[config.mk]
export PLATFORM = sky130hd
export DESIGN_NAME = tfd_seq
export DESIGN_NICKNAME = d
export VERILOG_FILES = /design/src/rtl/tfd_pkg.sv /design/src/rtl/tfd_seq.sv
export SDC_FILE = /design/constraint.sdc
export NUM_CORES = 1
export LEC_CHECK = 0
export ABC_AREA = 1
export BUFFER_PORTS_ARGS = -buffer_cell sky130_fd_sc_hd__clkbuf_2
export CORE_MARGIN = 1.5
export CORE_UTILIZATION = 52
export CTS_CLUSTER_DIAMETER = 200
export DETAILED_ROUTE_END_ITERATION = 12
export PLACE_DENSITY_LB_ADDON = 0.12
export SLEW_MARGIN = 20
export SYNTH_ARGS = -nofsm -noshare
export SYNTH_HDL_FRONTEND = slang
export SYNTH_SLANG_ARGS = --single-unit
[constraint.sdc]
create_clock -name clock -period 6.7 [get_ports clock]
set_input_delay 0 -clock clock [delete_from_list [all_inputs] [get_ports clock]]
set_output_delay 0 -clock clock [all_outputs]
set_load 0.01 [all_outputs]
[src/rtl/tfd_pkg.sv]
package tfd_pkg;

   localparam int PALETTE_ENTRIES = 65536;
   localparam int PAL_AW = $clog2(PALETTE_ENTRIES);
   // address sums are formed at this width, then wrapped to PAL_AW bits
   localparam int SUM_W = 18;

   localparam logic [2:0] FMT_DISABLED = 3'd0;
   localparam logic [2:0] FMT_A3I5     = 3'd1;
   localparam logic [2:0] FMT_2BPP     = 3'd2;
   localparam logic [2:0] FMT_4BPP     = 3'd3;
   localparam logic [2:0] FMT_8BPP     = 3'd4;
   localparam logic [2:0] FMT_4X4      = 3'd5;
   localparam logic [2:0] FMT_A5I3     = 3'd6;
   localparam logic [2:0] FMT_DIRECT   = 3'd7;

   localparam logic KIND_PAL_WRITE = 1'b0;

   localparam logic [1:0] REG_FORMAT     = 2'd0;
   localparam logic [1:0] REG_PAL_BASE   = 2'd1;
   localparam logic [1:0] REG_ZERO_CLEAR = 2'd2;

   localparam logic [1:0] MODE_3COLOR = 2'd0;
   localparam logic [1:0] MODE_AVG    = 2'd1;
   localparam logic [1:0] MODE_4COLOR = 2'd2;
   localparam logic [1:0] MODE_MIX    = 2'd3;

   localparam logic [1:0] SRC_RAM    = 2'd0;
   localparam logic [1:0] SRC_DIRECT = 2'd1;
   localparam logic [1:0] SRC_ZERO   = 2'd2;
   localparam logic [1:0] SRC_BLOCK  = 2'd3;

   localparam int STEP_W = 5;
   localparam logic [STEP_W-1:0] BLOCK_READS   = 5'd4;
   localparam logic [STEP_W-1:0] LAST_STEP_4X4 = 5'd19;

   typedef struct packed {
      logic [2:0]  texture_format;
      logic [12:0] pal_base;
      logic        color_zero_clear;
   } tfd_cfg_type;

   typedef struct packed {
      logic        out_en;
      logic [1:0]  src;
      logic [7:0]  alpha;
      logic [14:0] rgb;
      logic        load;
      logic [1:0]  slot;
      logic [1:0]  mode;
      logic [3:0]  pos;
      logic        last;
   } tfd_op_type;

   typedef struct packed {
      logic              wr_en;
      logic [PAL_AW-1:0] wr_addr;
      logic [14:0]       wr_data;
      logic              rd_en;
      logic [PAL_AW-1:0] rd_addr;
   } tfd_mem_req_type;

   function automatic logic [7:0] widen5(input logic [4:0] c);
      return {c, c[4:2]};
   endfunction

   function automatic logic [31:0] to_argb(input logic [14:0] rgb, input logic [7:0] alpha);
      return {alpha, widen5(rgb[4:0]), widen5(rgb[9:5]), widen5(rgb[14:10])};
   endfunction

   // (5a + 3b) >> 3
   function automatic logic [7:0] blend_chan(input logic [7:0] a, input logic [7:0] b);
      logic [10:0] s;
      s = {1'b0, a, 2'b00} + {3'b000, a} + {2'b00, b, 1'b0} + {3'b000, b};
      return s[10:3];
   endfunction

   function automatic logic [7:0] avg_chan(input logic [7:0] a, input logic [7:0] b);
      logic [8:0] s;
      s = {1'b0, a} + {1'b0, b};
      return s[8:1];
   endfunction

   function automatic logic [31:0] blend_argb(input logic [31:0] c0, input logic [31:0] c1);
      return {8'hFF, blend_chan(c0[23:16], c1[23:16]), blend_chan(c0[15:8], c1[15:8]),
              blend_chan(c0[7:0], c1[7:0])};
   endfunction

   function automatic logic [31:0] avg_argb(input logic [31:0] c0, input logic [31:0] c1);
      return {8'hFF, avg_chan(c0[23:16], c1[23:16]), avg_chan(c0[15:8], c1[15:8]),
              avg_chan(c0[7:0], c1[7:0])};
   endfunction

endpackage

[src/rtl/tfd_seq.sv]
module tfd_seq (
   input  logic                     clock,
   input  logic                     reset,
   input  tfd_pkg::tfd_cfg_type     cfg,
   input  logic                     req_valid,
   output logic                     req_ready,
   input  logic                     req_kind,
   input  logic [15:0]              req_palette_entry,
   input  logic [14:0]              req_palette_color,
   input  logic [31:0]              req_texel_word,
   input  logic [15:0]              req_block_info,
   input  logic                     advance,
   output tfd_pkg::tfd_mem_req_type mem_req,
   output tfd_pkg::tfd_op_type      op
);
   import tfd_pkg::*;

   logic              slot_valid_ff;
   logic              kind_ff;
   logic [PAL_AW-1:0] entry_ff;
   logic [14:0]       color_ff;
   logic [31:0]       word_ff;
   logic [15:0]       info_ff;
   logic [STEP_W-1:0] step_ff;

   logic              issue;
   logic              done;
   logic              accept;
   logic              need_rd;
   logic [STEP_W-1:0] last_step;
   logic [SUM_W-1:0]  rd_sum;
   logic [SUM_W-1:0]  base8;
   logic [SUM_W-1:0]  base4;
   logic [7:0]        byte_w;
   logic [1:0]        idx2;
   logic [3:0]        idx4;
   logic [3:0]        blk_j;
   logic [1:0]        blk_idx;

   assign issue     = slot_valid_ff && advance;
   assign done      = issue && (step_ff == last_step);
   assign req_ready = !slot_valid_ff || done;
   assign accept    = req_valid && req_ready;

   assign byte_w  = word_ff[7:0];
   assign base8   = SUM_W'({cfg.pal_base, 3'b000});
   assign base4   = SUM_W'({cfg.pal_base, 2'b00});
   assign idx2    = byte_w[{step_ff[1:0], 1'b0} +: 2];
   assign idx4    = step_ff[0] ? byte_w[7:4] : byte_w[3:0];
   assign blk_j   = 4'(step_ff - BLOCK_READS);
   assign blk_idx = word_ff[{blk_j, 1'b0} +: 2];

   always_comb begin
      op        = '0;
      need_rd   = 1'b0;
      rd_sum    = '0;
      last_step = '0;
      mem_req   = '0;
      if (kind_ff == KIND_PAL_WRITE) begin
         mem_req.wr_en   = issue;
         mem_req.wr_addr = entry_ff;
         mem_req.wr_data = color_ff;
      end else begin
         case (cfg.texture_format)
            FMT_A3I5: begin
               need_rd  = 1'b1;
               rd_sum   = base8 + SUM_W'(byte_w[4:0]);
               op.out_en = 1'b1;
               op.src   = SRC_RAM;
               op.alpha = {byte_w[7:5], byte_w[7:5], byte_w[7:6]};
               op.last  = 1'b1;
            end
            FMT_A5I3: begin
               need_rd  = 1'b1;
               rd_sum   = base8 + SUM_W'(byte_w[2:0]);
               op.out_en = 1'b1;
               op.src   = SRC_RAM;
               op.alpha = {byte_w[7:3], byte_w[7:5]};
               op.last  = 1'b1;
            end
            FMT_2BPP: begin
               last_step = 5'd3;
               need_rd   = 1'b1;
               rd_sum    = base4 + SUM_W'(idx2);
               op.out_en = 1'b1;
               op.src    = (cfg.color_zero_clear && idx2 == 2'd0) ? SRC_ZERO : SRC_RAM;
               op.alpha  = 8'hFF;
               op.pos    = {2'b00, step_ff[1:0]};
               op.last   = (step_ff[1:0] == 2'd3);
            end
            FMT_4BPP: begin
               last_step = 5'd1;
               need_rd   = 1'b1;
               rd_sum    = base8 + SUM_W'(idx4);
               op.out_en = 1'b1;
               op.src    = (cfg.color_zero_clear && idx4 == 4'd0) ? SRC_ZERO : SRC_RAM;
               op.alpha  = 8'hFF;
               op.pos    = {3'b000, step_ff[0]};
               op.last   = step_ff[0];
            end
            FMT_8BPP: begin
               need_rd   = 1'b1;
               rd_sum    = base8 + SUM_W'(byte_w);
               op.out_en = 1'b1;
               op.src    = (cfg.color_zero_clear && byte_w == 8'd0) ? SRC_ZERO : SRC_RAM;
               op.alpha  = 8'hFF;
               op.last   = 1'b1;
            end
            FMT_DIRECT: begin
               op.out_en = 1'b1;
               op.src    = SRC_DIRECT;
               op.rgb    = word_ff[14:0];
               op.alpha  = {8{word_ff[15]}};
               op.last   = 1'b1;
            end
            FMT_4X4: begin
               last_step = LAST_STEP_4X4;
               op.mode   = info_ff[15:14];
               if (step_ff < BLOCK_READS) begin
                  // fetch the four block palette entries into the unit
                  need_rd = 1'b1;
                  rd_sum  = base8 + SUM_W'({info_ff[13:0], 1'b0}) + SUM_W'(step_ff[1:0]);
                  op.load = 1'b1;
                  op.slot = step_ff[1:0];
               end else begin
                  op.out_en = 1'b1;
                  op.src    = SRC_BLOCK;
                  op.slot   = blk_idx;
                  op.pos    = blk_j;
                  op.last   = (blk_j == 4'd15);
               end
            end
            FMT_DISABLED: begin
               op = '0;
            end
            default: begin
               op = '0;
            end
         endcase
      end
      mem_req.rd_en   = issue && need_rd;
      mem_req.rd_addr = rd_sum[PAL_AW-1:0];
      if (!slot_valid_ff) begin
         op = '0;
      end
   end

   always_ff @(posedge clock) begin
      if (reset) begin
         slot_valid_ff <= 1'b0;
         step_ff       <= '0;
      end else if (accept) begin
         slot_valid_ff <= 1'b1;
         step_ff       <= '0;
      end else if (done) begin
         slot_valid_ff <= 1'b0;
         step_ff       <= '0;
      end else if (issue) begin
         step_ff <= step_ff + 5'd1;
      end
   end

   always_ff @(posedge clock) begin
      if (accept) begin
         kind_ff  <= req_kind;
         entry_ff <= req_palette_entry[PAL_AW-1:0];
         color_ff <= req_palette_color;
         word_ff  <= req_texel_word;
         info_ff  <= req_block_info;
      end
   end

endmodule

# Word level (Yosys, flattened, before mapping)
# Cells that the tools add are included.
dict set report word_totals {
  register_bits 86
  input_bits 101
  out_inout_bits 86
  word_cells 74
}
dict set report classes {
  n_addsub 9
  magnitude_cmp 1
  n_eq_ne 10
  n_shift 2
  n_mux 26
  n_reduce_logical 19
}
# op count
set op_table {}
lappend op_table {{16-bit one-hot mux with 6 select lines} 1}
lappend op_table {{36-bit two-way mux} 2}
lappend op_table {{16-bit two-way mux} 2}
lappend op_table {{32-bit two-way mux} 1}
lappend op_table {{8-bit one-hot mux with 4 select lines} 1}
lappend op_table {{32-bit by 6-bit indexed part select with 2-bit output} 1}
lappend op_table {{3-bit one-hot mux with 7 select lines} 1}
lappend op_table {{15-bit by 2-bit adder with 16-bit output} 1}
lappend op_table {{16-bit by 15-bit adder with 16-bit output} 1}
lappend op_table {{16-bit by 2-bit adder with 16-bit output} 1}
lappend op_table {{16-bit by 3-bit adder with 16-bit output} 1}
lappend op_table {{16-bit by 4-bit adder with 16-bit output} 1}
lappend op_table {{16-bit by 5-bit adder with 16-bit output} 1}
lappend op_table {{16-bit by 8-bit adder with 16-bit output} 1}
lappend op_table {{15-bit two-way mux} 1}
lappend op_table {{5-bit two-way mux} 3}
lappend op_table {{5-bit one-hot mux with 3 select lines} 1}
lappend op_table {{3-bit == test, second input constant} 4}
lappend op_table {{4-bit one-hot mux with 3 select lines} 1}
lappend op_table {{8-bit zero test} 1}
lappend op_table {{2-bit two-way mux} 4}
lappend op_table {{8-bit by 4-bit indexed part select with 2-bit output} 1}
lappend op_table {{1-bit logical AND} 7}
lappend op_table {{3-bit by 2-bit == test with 1-bit output, second input constant} 2}
lappend op_table {{other kinds (22)} 26}

# Logic depth before layout (Yosys ltp)
dict set report logic_depth {
  depth_word 8
  ltp_mapped 19
  ltp_nobuf 19
}

# Worst setup path before layout
# OpenSTA, ideal clock, no wires.
dict set report synth_timing {
  kind {reg2reg}
  from {reg step_ff[2]}
  to {reg color_ff[0], enable pin}
  setup_ps 545
  arrival_ps 4885
  t_required_ps 6155
  setup_slack_ps 1270
  stages_incl_launch_ff 8
  n_path_buf 0
  period_less_slack_ps 5430
  cell_sequence {dfxtp_1 clkinv_1 ha_1 nand2_1 nand3b_1 nor2_1 nand2_1 a21oi_1}
}
dict set report synth_via {
  elab_chain_len 4
}
# element line_no
set synth_rtl {}
lappend synth_rtl {{from (decl)} tfd_seq.sv:24} ;# logic [STEP_W-1:0] step_ff;
lappend synth_rtl {{from (signal assigned)} tfd_seq.sv:159} ;# step_ff <= step_ff + 5'd1;
lappend synth_rtl {{5-bit == test} tfd_seq.sv:41} ;# assign done = issue && (step_ff == last_step);
lappend synth_rtl {{1-bit logical AND} tfd_seq.sv:41}
lappend synth_rtl {{1-bit logical OR} tfd_seq.sv:42} ;# assign req_ready = !slot_valid_ff || done;
lappend synth_rtl {{1-bit logical AND} tfd_seq.sv:43} ;# assign accept = req_valid && req_ready;
lappend synth_rtl {{via accept} tfd_seq.sv:28} ;# logic accept;
lappend synth_rtl {{to (signal assigned)} tfd_seq.sv:167} ;# color_ff <= req_palette_color;
lappend synth_rtl {{to (decl)} tfd_seq.sv:21} ;# logic [14:0] color_ff;
# The timed path passes the listed nets, and every way through them passes these cells.
# A chain may end at the register's enable or synchronous reset.

==> reports/summary.txt <==
Storage cell area: 0.00252 sq mm
Most frequent cells in the layout: nand2_1, clkbuf_2, nor2_1
First-pass GRT wire length: 29.1 mm
Relative slew slack: 54.8%
PwrDens: 177 mW/mm^2
Worst-skew pair later-pin latency: 0.39 ns
Die Width: 107 microns
Final period utilization: 46.4%
Mapped Cells: 764
Critical Path AT: 3.11 ns
Clk sinks: 86
CP Class: flop to primary output
Number of CTS-inserted buffers: 9
Critical Path RT: 6.70 ns
Endpoint class of the critical path: primary output
Share of layout cells above drive strength 1: 20.6%
Flops & latches, synth: 86
Cts hold-fix bufs: 82
Final hold violations: 0
Leading cell type in the layout, fill and taps excluded: nand2_1
Worst slew pin tran: 0.677 ns
I/O pin count: 187
Diode count: 0
Synthesized cell area: 0.00568 sq mm
Finish-stage setup viols: 0
Seq/Total Area, Yosys: 44.4%
# resized after CTS: 0
Hold crit path type: input port to flop
Maxcap violations: 0
Final #Nets: 1155
Setup_tns: 0 ns
CTS Root Buffer Type: clkbuf_8
WL/cell: 16.0 microns
Largest net degree at the start of global routing: 43
Initial antenna violation count: 0
Status: complete, no violations
DRT antenna net count: 0
Initial Util: 54.3%
Vias in the first global route: 6122
Crit Reg-Reg Startpoint: step_ff[1]
Max VDD drop: 0.166 mV
1st-iter DRT viols: 531
Post-CTS setup buffers: 0
Grt ovf: 0
Synth cell types: 35
Synth-to-Final Area Change: 37.1%
H-tree Lvls: 3
Hold wc startpoint: advance
Util after Layout: 74.4%
RSZ-0062 raised after global routing: no
Clock skew: 0.0134 ns
Fin. max-slew vios: 0
Total track usage: 33.0%
Crit path time final: 3.11 ns
# rows: 37
Via count of the routed design: 6236
HPWL after DPL: 12.3 mm
Element type at the critical path start: flop
Vias/cell: 5.33
LEAKAGE: 3.93 nW
TritonRoute pass-1 iters: 5
Clock Pin Slew Worst Setup and Hold Paths: 0.10 ns
Multi-input logic area: 0.00259 sq mm
TritonCTS clock tree: built
Clk buf depth: 2
Syn. warnings: 0
Residual DRC: 0
Core area: 0.0105 sq mm
Syn nets: 889
Die Y: 107 microns
PortBufs: 186
Syn avg cell area: 7.43 sq um
Final Wtd Congestion: 0.909
Worst setup path start: step_ff[0]
# fillers: 803
Drt total wl: 18.7 mm
CP max FO: 29
F_max: 321 MHz
Die area: 0.0116 sq mm
-- routing by layer --
metal	vias to the layer above	global-route usage [%]	share of wire, %
met3	55	7.38	7.9
li1	3011	-	-
met1	2843	38.5	37
met2	327	58.6	52
met4	0	13.4	3.0
met5	-	0	0
-- registers in the layout (all words and copies together) (netlist names) --
signal	count
slot_valid_ff	1
info_ff	16
step_ff	5
word_ff	32
color_ff	15
kind_ff	1
entry_ff	16
-- synthesized netlist by cell type, drive strengths merged --
cell | number | area, sq um
nand4 | 7 | 43.8
nand3b | 6 | 45.0
nand3 | 58 | 295
o31ai | 1 | 7.51
o21ai | 27 | 135
nand2 | 192 | 721
clkinv | 2 | 7.51
ha | 23 | 288
a31oi | 5 | 31.3
clkbuf | 6 | 22.5
a211oi | 1 | 7.51
nor2 | 130 | 498
dfxtp | 6 | 120
o211ai | 6 | 50.1
o22ai | 3 | 18.8
nor3 | 20 | 100
xor2 | 4 | 35.0
o2111ai | 1 | 8.76
xnor2 | 3 | 26.3
or2 | 1 | 6.26
buf | 11 | 67.6
inv | 127 | 477
edfxtp | 80 | 2400
a22oi | 9 | 67.6
a21oi | 32 | 160
o21a | 2 | 15.0
fa | 1 | 20.0
-- layout make-up --
class / instances / area share [%]
clock inverter: 7 / 1.16
multi-input combinational: 532 / 33.3
sequential: 86 / 32.4
tap: 136 / 2.19
inverter: 129 / 6.22
clock buffer: 9 / 1.59
timing repair buffer: 272 / 23.1
-- power breakdown --
| group | switching (W) | internal, W | leakage (nW) |
|---|---|---|---|
| sequential | 0.0000158 | 0.000625 | 0.813 |
| clock | 0.000229 | 0.000181 | 0.106 |
| combinational | 0.000192 | 0.000132 | 3.01 |
-- worst max-delay path, stage by stage (launching register included) --
cell and delay, ns:
dfxtp_1 0.32, buf_4 0.28, o21ai_0 0.17, nand2_1 0.09, o21ai_0 0.08, inv_1 0.07, ha_1 0.18, inv_1 0.06
fa_1 0.43, inv_1 0.11, nand3_1 0.07, nand3_1 0.16, nand2_1 0.11, nand3_1 0.08, nand2_1 0.05, nor2_1 0.09
nor2_1 0.05, a21oi_1 0.14, clkbuf_2 0.16
-- through the flow --
step / instances / hold slack [ns] / total power [W] / setup slack [ns] / instance area [sq um]
2_1_floorplan: 764 / 0.0691 / 0.000822 / 1.27 / 5680
4_1_cts: 1171 / 0.0878 / 0.00136 / 3.59 / 7780
6_report: 1171 / 0.105 / 0.00137 / 3.59 / 7780
3_5_place_dp: 1073 / 0.179 / 0.000926 / 3.82 / 6750
3_3_place_gp: 1072 / 0.177 / 0.000918 / 3.41 / 6720
5_1_grt: 1171 / 0.132 / 0.00143 / 3.25 / 7780
-- kinds of logic after synthesis --
family	count (synthesis)	share of synthesized area, %
AO/OA/AOI/OAI	87	8.84
XOR/XNOR	7	1.08
adder cells (fa/ha/maj)	24	5.42
buffers and inverters	146	10.1
flip-flops	86	44.4
AND/OR/NAND/NOR	414	30.1
-- final timing paths --
check                              endpoint  slack [ns]  depth (start not counted)
worst min-delay path             step_ff[0]        0.11                          4
worst max-delay path            mem_req[15]        3.59                         18
worst max register to register  info_ff[11]        3.73                          7
worst min register to register   step_ff[4]        0.61                          2
Note: power is estimated with default switching activity, not from simulation.
