<file path="config.mk">
export PLATFORM = sky130hd
export DESIGN_NAME = tfd_texel_unit
export DESIGN_NICKNAME = d
export VERILOG_FILES = /design/src/rtl/tfd_pkg.sv /design/src/rtl/tfd_texel_unit.sv
export SDC_FILE = /design/constraint.sdc
export NUM_CORES = 1
export LEC_CHECK = 0
export ABC_AREA = 1
export BUFFER_PORTS_ARGS = -buffer_cell sky130_fd_sc_hd__buf_2
export CAP_MARGIN = 30
export CELL_PAD_IN_SITES_DETAIL_PLACEMENT = 1
export CELL_PAD_IN_SITES_GLOBAL_PLACEMENT = 1
export CORE_MARGIN = 5
export CORE_UTILIZATION = 47
export DETAILED_ROUTE_END_ITERATION = 8
export GPL_TIMING_DRIVEN = 1
export PLACE_DENSITY = 0.85
export SYNTH_ARGS = -nofsm -noshare
export SYNTH_HDL_FRONTEND = slang
export SYNTH_SLANG_ARGS = --single-unit
</file>
<file path="constraint.sdc">
create_clock -name clock -period 4.1 [get_ports clock]
set_input_delay 0.615 -clock clock [delete_from_list [all_inputs] [get_ports clock]]
set_output_delay 0.615 -clock clock [all_outputs]
set_load 0.02 [all_outputs]
</file>
<file path="src/rtl/tfd_pkg.sv">
package tfd_pkg;

   localparam int PALETTE_ENTRIES = 65536;
   localparam int PAL_AW = $clog2(PALETTE_ENTRIES);
   // address sums are formed at this width, then wrapped to PAL_AW bits
   localparam int SUM_W = 18;

   localparam logic [2:0] FMT_DISABLED = 3'd0;
   localparam logic [2:0] FMT_A3I5     = 3'd1;
   localparam logic [2:0] FMT_2BPP     = 3'd2;
   localparam logic [2:0] FMT_4BPP     = 3'd3;
   localparam logic [2:0] FMT_8BPP     = 3'd4;
   localparam logic [2:0] FMT_4X4      = 3'd5;
   localparam logic [2:0] FMT_A5I3     = 3'd6;
   localparam logic [2:0] FMT_DIRECT   = 3'd7;

   localparam logic KIND_PAL_WRITE = 1'b0;

   localparam logic [1:0] REG_FORMAT     = 2'd0;
   localparam logic [1:0] REG_PAL_BASE   = 2'd1;
   localparam logic [1:0] REG_ZERO_CLEAR = 2'd2;

   localparam logic [1:0] MODE_3COLOR = 2'd0;
   localparam logic [1:0] MODE_AVG    = 2'd1;
   localparam logic [1:0] MODE_4COLOR = 2'd2;
   localparam logic [1:0] MODE_MIX    = 2'd3;

   localparam logic [1:0] SRC_RAM    = 2'd0;
   localparam logic [1:0] SRC_DIRECT = 2'd1;
   localparam logic [1:0] SRC_ZERO   = 2'd2;
   localparam logic [1:0] SRC_BLOCK  = 2'd3;

   localparam int STEP_W = 5;
   localparam logic [STEP_W-1:0] BLOCK_READS   = 5'd4;
   localparam logic [STEP_W-1:0] LAST_STEP_4X4 = 5'd19;

   typedef struct packed {
      logic [2:0]  texture_format;
      logic [12:0] pal_base;
      logic        color_zero_clear;
   } tfd_cfg_type;

   typedef struct packed {
      logic        out_en;
      logic [1:0]  src;
      logic [7:0]  alpha;
      logic [14:0] rgb;
      logic        load;
      logic [1:0]  slot;
      logic [1:0]  mode;
      logic [3:0]  pos;
      logic        last;
   } tfd_op_type;

   typedef struct packed {
      logic              wr_en;
      logic [PAL_AW-1:0] wr_addr;
      logic [14:0]       wr_data;
      logic              rd_en;
      logic [PAL_AW-1:0] rd_addr;
   } tfd_mem_req_type;

   function automatic logic [7:0] widen5(input logic [4:0] c);
      return {c, c[4:2]};
   endfunction

   function automatic logic [31:0] to_argb(input logic [14:0] rgb, input logic [7:0] alpha);
      return {alpha, widen5(rgb[4:0]), widen5(rgb[9:5]), widen5(rgb[14:10])};
   endfunction

   // (5a + 3b) >> 3
   function automatic logic [7:0] blend_chan(input logic [7:0] a, input logic [7:0] b);
      logic [10:0] s;
      s = {1'b0, a, 2'b00} + {3'b000, a} + {2'b00, b, 1'b0} + {3'b000, b};
      return s[10:3];
   endfunction

   function automatic logic [7:0] avg_chan(input logic [7:0] a, input logic [7:0] b);
      logic [8:0] s;
      s = {1'b0, a} + {1'b0, b};
      return s[8:1];
   endfunction

   function automatic logic [31:0] blend_argb(input logic [31:0] c0, input logic [31:0] c1);
      return {8'hFF, blend_chan(c0[23:16], c1[23:16]), blend_chan(c0[15:8], c1[15:8]),
              blend_chan(c0[7:0], c1[7:0])};
   endfunction

   function automatic logic [31:0] avg_argb(input logic [31:0] c0, input logic [31:0] c1);
      return {8'hFF, avg_chan(c0[23:16], c1[23:16]), avg_chan(c0[15:8], c1[15:8]),
              avg_chan(c0[7:0], c1[7:0])};
   endfunction

endpackage

</file>
<file path="src/rtl/tfd_texel_unit.sv">
module tfd_texel_unit (
   input  logic                clock,
   input  logic                reset,
   input  tfd_pkg::tfd_op_type op,
   input  logic [14:0]         rd_data,
   output logic                advance,
   output logic                rsp_valid,
   input  logic                rsp_ready,
   output logic [31:0]         rsp_texel_color,
   output logic [3:0]          rsp_texel_position,
   output logic                rsp_last_texel
);
   import tfd_pkg::*;

   tfd_op_type  op_ff;
   logic [31:0] pal_ff [4];
   logic        rsp_valid_ff;
   logic [31:0] color_ff;
   logic [3:0]  pos_ff;
   logic        last_ff;

   logic [31:0] ram_argb;
   logic [31:0] texel;
   logic [31:0] load_val;

   // whole pipe moves together; only a stalled output word holds it
   assign advance  = !rsp_valid_ff || rsp_ready;
   assign ram_argb = to_argb(rd_data, 8'hFF);

   always_comb begin
      case (op_ff.src)
         SRC_RAM:    texel = to_argb(rd_data, op_ff.alpha);
         SRC_DIRECT: texel = to_argb(op_ff.rgb, op_ff.alpha);
         SRC_ZERO:   texel = '0;
         SRC_BLOCK:  texel = pal_ff[op_ff.slot];
         default:    texel = '0;
      endcase
   end

   // slots 0 and 1 are loaded before 2 and 3, so blends see them registered
   always_comb begin
      load_val = ram_argb;
      if (op_ff.slot == 2'd2) begin
         case (op_ff.mode)
            MODE_3COLOR: load_val = ram_argb;
            MODE_AVG:    load_val = avg_argb(pal_ff[0], pal_ff[1]);
            MODE_4COLOR: load_val = ram_argb;
            MODE_MIX:    load_val = blend_argb(pal_ff[0], pal_ff[1]);
            default:     load_val = ram_argb;
         endcase
      end else if (op_ff.slot == 2'd3) begin
         case (op_ff.mode)
            MODE_3COLOR: load_val = '0;
            MODE_AVG:    load_val = '0;
            MODE_4COLOR: load_val = ram_argb;
            MODE_MIX:    load_val = blend_argb(pal_ff[1], pal_ff[0]);
            default:     load_val = '0;
         endcase
      end
   end

   always_ff @(posedge clock) begin
      if (reset) begin
         op_ff        <= '0;
         rsp_valid_ff <= 1'b0;
      end else if (advance) begin
         op_ff        <= op;
         rsp_valid_ff <= op_ff.out_en;
      end
   end

   always_ff @(posedge clock) begin
      if (advance && op_ff.out_en) begin
         color_ff <= texel;
         pos_ff   <= op_ff.pos;
         last_ff  <= op_ff.last;
      end
      if (advance && op_ff.load) begin
         pal_ff[op_ff.slot] <= load_val;
      end
   end

   assign rsp_valid          = rsp_valid_ff;
   assign rsp_texel_color    = color_ff;
   assign rsp_texel_position = pos_ff;
   assign rsp_last_texel     = last_ff;

endmodule

</file>
# --- Word level (Yosys, flattened, before mapping) ---
# Memory sizes are Yosys's and may differ from the RTL's. A register that Yosys moved wholly into a read port is not among the register bits.
# Index checks and enable logic that the tools add are counted.
classes:
  eq_ne: 8
  addsub: 21
  n_mux: 9
  n_reduce_logical: 8
ops:
  columns: ["operator", "n"]
  rows:
  - ["one-hot mux 32 bit (3 select lines)", 2]
  - ["one-hot mux 32 bit (4 select lines)", 1]
  - ["adder 10 x 8 -> 11 bit", 6]
  - ["adder 11 x 8 -> 11 bit", 6]
  - ["adder 11 x 9 -> 11 bit", 6]
  - ["2-to-1 mux 32 bit", 2]
  - ["adder 8 x 8 -> 9 bit", 3]
  - ["equality test 2 bit, second input constant", 6]
  - ["equality test 2 x 1 -> 1 bit, second input constant", 2]
  - ["zero test 2 bit", 2]
  - ["2-to-1 mux 2 bit", 2]
  - ["OR reduction 2 bit", 2]
  - ["logical AND 1 bit", 2]
  - ["2-to-1 mux 1 bit", 2]
  - ["zero test 1 bit", 1]
  - ["logical OR 1 bit", 1]
totals:
  mem_count: 1
  in_bits: 54
  elab_cells: 60
  out_inout_bits: 39
  reg_bits: 74
  ram_bits: 128
memory_table:
  columns: ["memory", "depth", "width", "read_ports", "rd_ports_with_merged_regs", "write_ports", "line", "source"]
  rows:
  - ["pal_ff", 4, 32, 3, 1, 1, "tfd_texel_unit.sv:16", "logic [31:0] pal_ff [4];"]

# --- Logic depth before layout (Yosys ltp) ---
# Gate-level depths: netlist of the first run.
# An unclocked memory read counts as a cell.
depth:
  depth_word: 7
  mapped_depth: 18

# --- Least setup slack after synthesis of the first run ---
# Ideal clock, no wire load.
synth_timing:
  kind: "reg2reg"
  startpoint: "memory pal_ff[1][17]"
  endpoint: "memory pal_ff[0][19] (data pin)"
  path_slack_ns: 0.880
  path_buffers: 0
  path_stages_with_launch: 16
  arrival_time_ns: 2.932
  cell_sequence: "edfxtp_1 > inv_1 > fa_1 > inv_1 > fa_1 > nand2_1 > nor2_1 > inv_1 > fa_1 > inv_1 > nand3_1 > nand2_1 > xnor2_1 > nor2_1 > o21ai_0 > o211ai_1"
synth_rtl:
  columns: ["element", "line"]
  rows:
  - ["from (decl)", "tfd_texel_unit.sv:16"]

==> metrics.yaml, run 1 <==
via_per_inst: 5.70
worstPathMaxFanout: 5
drive_gt1_share_pct: 10.4
synth_top_area_share_pct: 31.5
cts.root.buffer_cell: "clkbuf_16"
path_depth: 18
wl_per_cell_um: 21.1
fin_nets: 1847
crit_top_cell: "nand2_1"
drt-total-wl_mm: 42.6
htree_levels: 4
dr_total_vias: 11500
critPathBufInv: 4
pin_count: 93
die_w_um: 177
ys_types: 44
synth-main-ff-cell: "edfxtp_1"
p_leak_nw: 6.76
syn-instance-count: 1539
seq_area_frac_synth_pct: 37.5
hpwlAfterDp_mm: 32.7
fp-row-count: 61
cts_num_sinks: 176
grt_max_degree: 75
crit_family: "adder cells"
antenna_found_initial: 1
relSlewSlack_pct: 34.1
ys_top_cells_by_area: "edfxtp_1, fa_1, nand2_1, ha_1, inv_1"
maxCapViolations: 0
fin_hold_ws_ns: 0.417
drt_pass1_iterations: 5
ir_worst_vdd_mv: 0.215
max_stage_delay_ns: 0.55
grt_pass1_wl_mm: 66.7
drt.antenna.violating_nets: 0
grt_remaining_overflow: 0
portBuffers: 92
setup_viol: 0
critPathKind: "flip-flop to flip-flop"
die_y_um: 177
ys_warn_count: 0
fmax_ghz: 0.267
cts_hold_buf: 0
yosysTopAreaCell: "edfxtp_1"
worstPathCellList: "inv_1 > fa_1 > inv_1 > fa_1 > nand2_1 > nor2_1 > inv_1 > fa_1 > inv_1 > nand3_1 > nand2_1 > nand2_1 > nand2_1 > nand2_1 > nand3_1 > nand3_1 > nand2_1 > nand2_1"
worstMarginPinSlew_ns: 0.987
clk_pin_slew_ns: 0.08
clk_latency_ns: 0.44
fin_util_pct: 52.7
cts_tree: "yes"
worstSetupEndpointType: "flip-flop"
dieArea_sq_um: 31200
synth.net_count: 1761
globalplace.congestion: 0.972
reg2reg_depth: 18
first_global_vias: 12400
design.core.area_sq_um: 27600
finClkSkew_ns: 0.0176
async_flop_share_pct: 0
syn_to_final_growth_pct: 11.6
clk_path_buf_depth: 2
grt_util_all_layers_pct: 27.5
postPlaceCellArea_sq_um: 14000
postCtsSetupBuffers: 0
cp-start-kind: "flip-flop"
ys_ff_latch: 176
min_path_type: "input port to flip-flop"
finalCritPeriodShare_pct: 91.3
min_period_ns: 3.74
drtIter0Drc: 927
diodes: 0
p_total_mw: 5.11
drc: 0
rsz0062_at_grt: "no"
crit_required_ns: 4.26
cts_inserted_buffers: 17
start_util_pct: 47.3
synth.avg_cell_area_sq_um: 8.48
final_area_sq_um: 14600
syn_area_sq_um: 13100
synth-edff-count: 137
arrival_ns: 3.90
hold_viol: 0
status: "complete, no violations"
fin_setup_tns_ns: 0
finalMaxSlewViolations: 0
p_per_area_nw_per_um2: 351
cts_resized: 0
crit_slowest_cell: "fa_1"
hold_depth: 3
-- cells in the mapped netlist (3+ instances only) --
cell type	instances
a211oi_1	30
a21boi_0	4
a21o_1	3
a21oi_1	100
a31oi_1	4
buf_2	16
clkbuf_1	22
dfxtp_1	39
edfxtp_1	137
fa_1	87
ha_1	81
inv_1	246
inv_2	4
nand2_1	330
nand3_1	102
nand3b_1	13
nand4_1	19
nor2_1	136
nor2_4	3
o211ai_1	10
o21a_1	6
o21ai_0	92
o21ai_1	9
o21bai_1	7
or2_2	7
-- state kept, by name, indices dropped and copies added, names as in the netlist, named ones only --
register,count
rsp_valid,1
rsp_texel_color,32
pal_ff,100
rsp_last_texel,1
rsp_texel_position,4
op_ff,36
-- metrics by stage --
| stage | cells | setup slack (ns) |
|---|---|---|
| floorplan | 1539 | 0.880 |
| global placement | 1983 | 0.681 |
| detailed placement | 1983 | 0.444 |
| CTS | 2015 | 0.371 |
| global route | 2016 | 0.153 |
| finish | 2016 | 0.359 |
-- power breakdown --
group	total [mW]	switching, mW	internal [mW]
sequential	2.08	0.0527	2.03
combinational	1.37	0.912	0.462
clock	1.66	0.836	0.820
-- worst reg2reg max path, stage by stage (launching register included) --
cell      delay [ns]
edfxtp_1        0.54
inv_1           0.17
fa_1            0.55
inv_1           0.06
fa_1            0.50
nand2_1         0.05
nor2_1          0.19
inv_1           0.08
fa_1            0.37
inv_1           0.12
nand3_1         0.09
nand2_1         0.13
nand2_1         0.08
nand2_1         0.08
nand2_1         0.05
nand3_1         0.10
nand3_1         0.11
nand2_1         0.08
nand2_1         0.11
-- final timing paths --
check / start / endpoint / slack, ns
max: pal_ff[1][1] / pal_ff[1][7] / 0.36
min: op[26] / op_ff[26] / 0.42
max reg2reg: pal_ff[1][1] / pal_ff[1][7] / 0.36
min reg2reg: op_ff[0] / rsp_last_texel / 0.44
-- cell families after synthesis --
family	share of synthesized area, %
adder cells (fa/ha/maj)	21.1
AO/OA/AOI/OAI	12.1
AND/OR/NAND/NOR	20.1
buffers and inverters	8.88
XOR/XNOR	0.268
flip-flops	37.5
-- per-layer routing --
layer	wire, um	vias up	track usage [%]
li1	-	5253	-
met1	17400	5767	34.2
met2	21800	379	49.0
met3	1880	96	3.48
met4	1510	2	10.4
met5	20	-	0
-- layout make-up --
class                      count  area (sq um)
clock buffer                  17           425
clock inverter                15           170
fill                        3399         13100
inverter                     253           952
multi-input combinational   1066          7040
sequential                   176          4900
tap                          378           473
timing repair buffer         111           611
-- cells in the final DEF, fill, tap and decap left out, types with 17 or more instances in the layout --
cell type  instances
buf_2             92
buf_4             18
ha_1              81
nand4_1           19
inv_1            246
nand2_1          330
fa_1              87
o21ai_0           92
edfxtp_1         137
dfxtp_1           38
nor2_1           132
nand3_1          102
a211oi_1          30
a21oi_1          100
clkbuf_16         17
Power figures use the tool's default switching activity.
==> run 2, diff against run 1 <==
- MAX_ROUTING_LAYER: not set -> met4
- PLACE_DENSITY: 0.85 -> not set
- PLACE_DENSITY_LB_ADDON: not set -> 0.1
==> metrics.yaml, run 2 (synthesis gave the netlist of run 1 again) <==
status: "complete, no violations"
worstMarginPinSlew_ns: 1.02
p_per_area_nw_per_um2: 349
fin_nets: 1845
pin_count: 93
crit_slowest_cell: "fa_1"
start_util_pct: 47.3
reg2reg_depth: 18
first_global_vias: 11700
wl_met2_mm: 21.3
min_path_type: "input port to flip-flop"
relSlewSlack_pct: 31.9
clk_pin_slew_ns: 0.09
final_area_sq_um: 14600
cts_inserted_buffers: 17
drc: 0
die_w_um: 177
grt_util_all_layers_pct: 28.1
grt_remaining_overflow: 0
fin_hold_ws_ns: 0.410
htree_levels: 4
wl_per_cell_um: 20.9
fp-row-count: 61
ir_worst_vdd_mv: 0.242
max_stage_delay_ns: 0.55
crit_family: "adder cells"
fin_setup_tns_ns: 0
drt-total-wl_mm: 42.2
path_depth: 18
cts_hold_buf: 0
hold_depth: 3
cts_num_sinks: 176
finalMaxSlewViolations: 0
antenna_found_initial: 2
rsz0062_at_grt: "no"
dr_total_vias: 11200
grt_pass1_wl_mm: 65.6
grt_max_degree: 75
cts.root.buffer_cell: "clkbuf_16"
reg2reg_to: "pal_ff[0][23]"
clk_path_buf_depth: 2
critPathBufInv: 4
clk_latency_ns: 0.45
highest_layer: "met4"
drt.antenna.violating_nets: 0
hold_viol: 0
via_per_inst: 5.56
crit_top_cell: "nand2_1"
crit_required_ns: 4.29
portBuffers: 92
maxCapViolations: 0
p_leak_nw: 6.75
top_register: "pal_ff"
arrival_ns: 3.79
fmax_ghz: 0.277
dieArea_sq_um: 31200
globalplace.congestion: 0.945
postCtsSetupBuffers: 0
drtIter0Drc: 722
design.core.area_sq_um: 27600
hpwlAfterDp_mm: 32.7
cts_resized: 0
drt_pass1_iterations: 5
r2r-start: "pal_ff[1][17]"
worstSetupEndpoint: "pal_ff[0][23]"
die_y_um: 177
largest_reg_flops: 100
postPlaceCellArea_sq_um: 14000
p_total_mw: 5.08
syn_to_final_growth_pct: 11.6
fin_util_pct: 52.7
wl_met1_mm: 17.9
setup_viol: 0
final_cell_mix: "nand2_1, inv_1, edfxtp_1"
cp-startpoint: "pal_ff[1][17]"
wl_met3_mm: 1.86
cts_tree: "yes"
cp-start-kind: "flip-flop"
fin_ws_ns: 0.496
worstPathCellList: "inv_1 > fa_1 > inv_1 > fa_1 > nand2_1 > nor2_1 > inv_1 > fa_1 > inv_1 > nand3_1 > nand2_1 > nand2_1 > nand2_1 > nand2_1 > nand2_1 > o21ai_0 > nor2_1 > nor2_1"
fin_cells: 2016
finClkSkew_ns: 0.0215
post-place-ws_ns: 0.507
min_period_ns: 3.60
final_common_cell: "nand2_1"
critPathKind: "flip-flop to flip-flop"
drive_gt1_share_pct: 10.3
worstPathMaxFanout: 5
dpl.cell_count: 1982
worstSetupEndpointType: "flip-flop"
reg2reg_slack_ns: 0.50
finalCritPeriodShare_pct: 87.9
run 2: routing by layer:
layer  up-vias  GRT usage [%]
met2       270           47.8
met1      5609           35.5
met5         -              -
met3        71           3.67
li1       5254              -
met4         0           8.28
run 2: layout make-up:
class                           count  area [sq um]
Antenna cell                        2          5.00
Timing Repair Buffer              109           601
Sequential cell                   176          4900
Clock inverter                     14           168
Multi-Input combinational cell   1066          7040
Inverter                          253           952
Clock buffer                       18           429
Fill cell                        3381         13100
Tap cell                          378           473
run 2: report_power, final:
group	total, mW	internal (mW)	switching (mW)
registers	2.08	2.03	0.0532
clock network	1.64	0.821	0.821
logic	1.36	0.460	0.897
total	5.08	3.31	1.77
run 2: worst min-delay path by stage:
stage	startpoint	to
finish	op[10]	op_ff[10]
global route	op[23]	op_ff[23]
CTS	op[10]	op_ff[10]
detailed placement	op_ff[1]	rsp_texel_position[0]
global placement	op_ff[3]	rsp_texel_position[2]
floorplan	op_ff[0]	rsp_last_texel
run 2: worst reg2reg max path, delay by kind of cell, from the launching register on:
family,cells,cell delay [ns]
buffers and inverters,4,0.40
DFF,1,0.53
adders and majority gates,3,1.44
AOI/OAI and AO/OA,1,0.07
and+or+nand+nor,10,0.89
